`src/rtl/keyframe_piecewise_lerp_assert.svh`:
```
// ----------------------------------------------------------------------------
// keyframe_piecewise_lerp_assert.svh
// Assertion macros used by the interpolator top level.
// ----------------------------------------------------------------------------
`ifndef KEYFRAME_PIECEWISE_LERP_ASSERT_SVH
`define KEYFRAME_PIECEWISE_LERP_ASSERT_SVH

// Same-cycle implication, disabled during reset.
`define KPL_ASSERT_NOW(label, clk, rst_n, ante, cons, msg) \
  label: assert property (@(posedge clk) disable iff (!rst_n) (ante) |-> (cons)) \
    else $error(msg);

// Next-cycle implication, disabled during reset.
`define KPL_ASSERT_NEXT(label, clk, rst_n, ante, cons, msg) \
  label: assert property (@(posedge clk) disable iff (!rst_n) (ante) |=> (cons)) \
    else $error(msg);

`endif

```
`src/rtl/kpl_pkg.sv`:
```
// ----------------------------------------------------------------------------
// kpl_pkg
// Widths, codes and types shared by the keyframe interpolator.
// ----------------------------------------------------------------------------
`default_nettype none
package kpl_pkg;

  localparam int TICK_WIDTH  = 16;
  localparam int FRAC_BITS   = 16;
  localparam int FACTOR_BITS = 16;
  localparam int VALUE_W     = 32;
  localparam int FRAC_W      = FRAC_BITS + 1;
  localparam int SPLIT_W     = TICK_WIDTH + 1;
  localparam int DEN_W       = TICK_WIDTH + 2;
  localparam int NUM_W       = TICK_WIDTH + FACTOR_BITS;
  localparam int STEP_BITS   = 4;
  localparam int DIV_STAGES  = (NUM_W + STEP_BITS - 1) / STEP_BITS;
  localparam int DIV_W       = DIV_STAGES * STEP_BITS;
  localparam int DIFF_W      = VALUE_W + 1;
  localparam int CFG_IDX_W   = 3;

  typedef enum logic [1:0] {
    MODE_LINEAR    = 2'd0,
    MODE_ONE_KEY   = 2'd1,
    MODE_TWO_KEYS  = 2'd2,
    MODE_HOLD      = 2'd3
  } mode_e;

  typedef enum logic [CFG_IDX_W-1:0] {
    REG_CURVE_MODE    = 3'd0,
    REG_START_VALUE   = 3'd1,
    REG_END_VALUE     = 3'd2,
    REG_MID1_VALUE    = 3'd3,
    REG_MID1_FRACTION = 3'd4,
    REG_MID2_VALUE    = 3'd5,
    REG_MID2_FRACTION = 3'd6,
    REG_UNUSED        = 3'd7
  } cfg_idx_e;

  // Item handed to the divider; the side fields ride along unchanged.
  typedef struct packed {
    logic [TICK_WIDTH-1:0]    num;
    logic [DEN_W-1:0]         den_mag;
    logic                     den_neg;
    logic                     force_zero;
    logic                     zero_flag;
    logic signed [VALUE_W-1:0] from_val;
    logic signed [DIFF_W-1:0]  diff;
  } div_item_t;

endpackage
`default_nettype wire

```
`src/rtl/kpl_divider.sv`:
```
// ----------------------------------------------------------------------------
// kpl_divider
// Pipelined unsigned restoring divider, STEP_BITS (four) quotient bits per stage.
// ----------------------------------------------------------------------------
`default_nettype none
module kpl_divider (
  input  wire logic               clk_i,
  input  wire logic               rst_ni,
  input  wire logic               in_valid_i,
  output logic                    in_stall_o,
  input  wire kpl_pkg::div_item_t in_item_i,
  output logic                    out_valid_o,
  input  wire logic               out_stall_i,
  output logic [kpl_pkg::DIV_W-1:0] out_quo_o,
  output kpl_pkg::div_item_t      out_item_o
);
  import kpl_pkg::*;

  typedef struct packed {
    logic [DEN_W-1:0] rem;
    logic [DIV_W-1:0] dvd;
    logic [DIV_W-1:0] quo;
  } div_work_t;

  logic      valid_q [DIV_STAGES];
  div_work_t work_q  [DIV_STAGES];
  div_item_t item_q  [DIV_STAGES];
  div_work_t work_d  [DIV_STAGES];
  logic      en      [DIV_STAGES];

  // Advance a stage when it is empty or the next one advances.
  always_comb begin
    en[DIV_STAGES-1] = !valid_q[DIV_STAGES-1] || !out_stall_i;
    for (int k = DIV_STAGES - 2; k >= 0; k--) begin
      en[k] = !valid_q[k] || en[k+1];
    end
  end

  assign in_stall_o = !en[0];

  always_comb begin
    div_work_t      w;
    logic [DEN_W-1:0] d;
    logic [DEN_W-1:0] r;
    for (int k = 0; k < DIV_STAGES; k++) begin
      if (k == 0) begin
        w.rem = '0;
        w.dvd = DIV_W'(in_item_i.num) << FACTOR_BITS;
        w.quo = '0;
        d     = in_item_i.den_mag;
      end else begin
        w = work_q[k-1];
        d = item_q[k-1].den_mag;
      end
      for (int b = 0; b < STEP_BITS; b++) begin
        r     = {w.rem[DEN_W-2:0], w.dvd[DIV_W-1]};
        w.dvd = w.dvd << 1;
        if (r >= d) begin
          w.rem = r - d;
          w.quo = {w.quo[DIV_W-2:0], 1'b1};
        end else begin
          w.rem = r;
          w.quo = {w.quo[DIV_W-2:0], 1'b0};
        end
      end
      work_d[k] = w;
    end
  end

  always_ff @(posedge clk_i or negedge rst_ni) begin
    if (!rst_ni) begin
      for (int k = 0; k < DIV_STAGES; k++) valid_q[k] <= 1'b0;
    end else begin
      for (int k = 0; k < DIV_STAGES; k++) begin
        if (en[k]) valid_q[k] <= (k == 0) ? in_valid_i : valid_q[k-1];
      end
    end
  end

  always_ff @(posedge clk_i) begin
    for (int k = 0; k < DIV_STAGES; k++) begin
      if (en[k]) begin
        work_q[k] <= work_d[k];
        item_q[k] <= (k == 0) ? in_item_i : item_q[k-1];
      end
    end
  end

  assign out_valid_o = valid_q[DIV_STAGES-1];
  assign out_quo_o   = work_q[DIV_STAGES-1].quo;
  assign out_item_o  = item_q[DIV_STAGES-1];

endmodule
`default_nettype wire

```
`config.mk`:
```
export PLATFORM = sky130hd
export DESIGN_NAME = kpl_divider
export DESIGN_NICKNAME = d
export VERILOG_FILES = /design/src/rtl/keyframe_piecewise_lerp_assert.svh /design/src/rtl/kpl_pkg.sv /design/src/rtl/kpl_divider.sv
export SDC_FILE = /design/constraint.sdc
export NUM_CORES = 2
export LEC_CHECK = 0
export BUFFER_PORTS_ARGS = -buffer_cell sky130_fd_sc_hd__buf_4
export CORE_MARGIN = 1
export CORE_UTILIZATION = 40
export CTS_CLUSTER_SIZE = 20
export DETAILED_ROUTE_END_ITERATION = 10
export GPL_TIMING_DRIVEN = 0
export HOLD_SLACK_MARGIN = 0.1
export PLACE_DENSITY = 0.66
export SLEW_MARGIN = 20
export SYNTH_ARGS = -nofsm -noshare
export SYNTH_HDL_FRONTEND = slang
export SYNTH_SLANG_ARGS = --single-unit
```
`constraint.sdc`:
```
create_clock -name clk_i -period 18.95 [get_ports clk_i]
set_input_delay 0.9475 -clock clk_i [delete_from_list [all_inputs] [get_ports clk_i]]
set_output_delay 0.9475 -clock clk_i [all_outputs]
set_load 0.01 [all_outputs]
```
==> flow_summary.yaml <==
outcome:
  status: "complete, no violations"
grt:
  number_of_global_route_vias_before_repair: 41811
  grt_first_pass_wirelength_microns: 241500
  grt_start_max_net_pins: 93
  overflow: 0
  groute.usage.overall_pct: 19.24
  initial_antenna_violation_count: 6
layout:
  layout_overhead_on_the_synthesized_area_pct: 13.68
  layout-drive-gt1-share_pct: 16.51
  leading_cell_type_in_the_layout_fill_and_taps_excluded: "sky130_fd_sc_hd__edfxtp_1"
  num-nets-final: 6386
  most_used_cells_in_the_layout_excluding_fill_and_tap_cells: "1,079 x sky130_fd_sc_hd__edfxtp_1, 547 x sky130_fd_sc_hd__ha_1, 375 x sky130_fd_sc_hd__buf_4, 344 x sky130_fd_sc_hd__a21oi_1, 337 x sky130_fd_sc_hd__nor2_1"
  antenna_fix_cells: 0
floorplan:
  die_area_sq_um: 160400
  start_util_pct: 40.48
  die_height_microns: 400.5
  placement_rows: 145
  placeableCoreArea_sq_um: 156900
  io-pin-count: 242
  die_width_microns: 400.5
synth:
  syn-cell-area_sq_um: 63530
  synth-seq-cells: 1087
  number_of_flops_mapped_to_enable_cells_by_yosys: 1079
  syn-instance-count: 5337
  ys_async_sr_fraction_pct: 0.7360
  synthFlopType: "sky130_fd_sc_hd__edfxtp_1"
  synthDominantAreaCellType: "sky130_fd_sc_hd__edfxtp_1"
  postSynthNetCount: 6009
  netlist-cell-type-count: 97
  biggest_area_contributors_in_the_synthesized_netlist: "sky130_fd_sc_hd__edfxtp_1 51%, sky130_fd_sc_hd__ha_1 11%, sky130_fd_sc_hd__mux2_2 5.1%"
  yosys_warnings: 0
  yosys.area.top_type_share_pct: 51.00
  synth-seq-area-share_pct: 51.32
  syn_area_per_cell_sq_um: 11.90
worst_setup_path:
  worst_setup_path_end_kind: "flop"
  critPathMaxStageDelay_ns: 0.70
  timing.critical_path.slowest_stage_cell: "sky130_fd_sc_hd__o22ai_1"
  worstPathArrival_ns: 13.38
  cell_with_the_most_instances_on_the_worst_path: "sky130_fd_sc_hd__inv_1"
  timing.reg2reg.setup_slack_ns: 6.04
  crit_required_ns: 19.42
  critPathKind: "reg2reg"
  worst_setup_path_start_kind: "flop"
  critical_path_peak_fanout: 10
timing:
  drv_slew: 0
  report.final.setup_viol: 0
  max_slew.worst_pin.slew_ns: 0.9335
  worst_slew_margin_rel_pct: 36.16
  fin_crit_sh_pct: 68.13
  final_period_minus_worst_setup_slack_ns: 12.91
  max_freq_mhz: 77.46
  fin_tns_setup_ns: 0
  hold_viol: 0
  grt_setup_unrepaired: "no"
  hold-worst-slack_ns: 0.3513
  timing.clock.skew_ns: 0.08777
hold_path:
  holdCritPathClass: "in2reg"
route:
  drtPass1Iterations: 6
  drtAntennaViolNets: 0
  totalWireLength_microns: 157700
  top_layer: "met4"
  detailedRoute.firstIterationViolations: 2687
  viasPerCell: 5.451
  vias: 42903
  m1WireLength_microns: 71990
  wl_per_cell_microns: 20.03
  dr_wl_met2_microns: 73780
  remaining_drc_errors: 0
  wl_met3_microns: 7692
placement:
  port_buffers: 241
  place.gp.congestion: 0.9261
  post_dp_hpwl_microns: 121600
clock_tree:
  clock-sinks: 1087
  post_cts_buffers: 0
  cts_tree: "built"
  cells_resized_by_post_cts_repair: 0
  worst_skew_pair.late_latency_ns: 0.77
  worst_setup_hold_path_clk_slew_ns: 0.06
  cts.hold.buffers_added: 1
  cts_made_buffers: 114
  clock-root-buffer: "sky130_fd_sc_hd__clkbuf_16"
  buffers_from_clock_root_to_sink_at_most: 3
  ctsHtreeMaxLevel: 3
job:
  max_cap_viol_count: 0
-- routing by layer --
metal	vias up	GRT usage, %
met5	-	0
met4	0	5.547
met3	237	2.389
met2	1159	31.72
met1	20673	26.48
li1	20834	-
-- flip-flops by register name (all words and copies together), names as in the netlist --
register	count
out_valid_o	1
item_q	816
valid_q	7
work_q	263
-- cell type report --
class / count / area (sq um)
buffer: 205 / 1313
clock buffer: 138 / 2943
clock inverter: 77 / 807.0
fill: 14054 / 84710
inverter: 331 / 1260
multi-input combinational: 3714 / 28420
sequential: 1087 / 32600
tap: 2058 / 2575
timing repair buffer: 261 / 2297
-- critical path: cells and delay by family, from the launching register on --
family	cells	cell delay [ns]
buffers and inverters	12	2.65
muxes	4	1.60
and+or+nand+nor	8	1.49
DFF	1	0.54
adders and majority gates	5	1.75
AOI/OAI and AO/OA	15	4.57
-- worst paths after layout --
path / from / cells past startpoint / to
max in group asynchronous: rst_ni / 2 / valid_q[1]
min in group asynchronous: rst_ni / 2 / valid_q[6]
worst min register to register: item_q[0][148] / 0 / item_q[0][250]
worst max-delay path: item_q[0][195] / 44 / work_q[0][232]
worst min-delay path: in_item_i[5] / 1 / item_q[0][5]
worst max register to register: item_q[0][195] / 44 / work_q[0][232]
-- synthesized netlist by cell type (31+ instances only) --
| library cell | count |
|---|---|
| sky130_fd_sc_hd__xnor2_1 | 245 |
| sky130_fd_sc_hd__o21bai_1 | 53 |
| sky130_fd_sc_hd__nand3_1 | 76 |
| sky130_fd_sc_hd__nor3_1 | 96 |
| sky130_fd_sc_hd__buf_4 | 134 |
| sky130_fd_sc_hd__nor2_1 | 337 |
| sky130_fd_sc_hd__or3_1 | 40 |
| sky130_fd_sc_hd__mux2_2 | 285 |
| sky130_fd_sc_hd__o21a_1 | 89 |
| sky130_fd_sc_hd__nand2_1 | 263 |
| sky130_fd_sc_hd__inv_1 | 323 |
| sky130_fd_sc_hd__a31oi_1 | 42 |
| sky130_fd_sc_hd__a211oi_1 | 44 |
| sky130_fd_sc_hd__clkbuf_1 | 41 |
| sky130_fd_sc_hd__nand4_1 | 72 |
| sky130_fd_sc_hd__edfxtp_1 | 1079 |
| sky130_fd_sc_hd__and3_1 | 38 |
| sky130_fd_sc_hd__ha_1 | 547 |
| sky130_fd_sc_hd__xor2_1 | 127 |
| sky130_fd_sc_hd__nand2b_1 | 58 |
| sky130_fd_sc_hd__mux2i_1 | 47 |
| sky130_fd_sc_hd__o21ai_0 | 229 |
| sky130_fd_sc_hd__o31ai_1 | 41 |
| sky130_fd_sc_hd__o211ai_1 | 31 |
| sky130_fd_sc_hd__nor2b_1 | 62 |
| sky130_fd_sc_hd__a21oi_1 | 344 |
| sky130_fd_sc_hd__a21o_1 | 153 |
| sky130_fd_sc_hd__and2_1 | 37 |
-- cell families after synthesis --
logic type	after synthesis	share of synthesized area, %
fa+ha+maj	566	11.37
simple gates	1157	8.808
buf+inv	536	4.026
compound gates	1279	13.38
flops	1087	51.32
mux	340	5.970
xor+xnor	372	5.129
-- stage by stage --
step | utilization [%] | cell area, sq um | instances | setup WS (ns)
2_1_floorplan | - | 63530 | 5337 | 9.370
3_3_place_gp | 43.27 | 67910 | 7636 | 4.449
3_5_place_dp | 43.62 | 68460 | 7655 | 6.311
4_1_cts | 46.02 | 72220 | 7871 | 6.251
5_1_grt | 46.02 | 72220 | 7871 | 5.231
6_report | 46.02 | 72220 | 7871 | 6.040
Power is not shown: default switching activity piles up to over one toggle a cycle in this logic, so the estimate is an artifact.
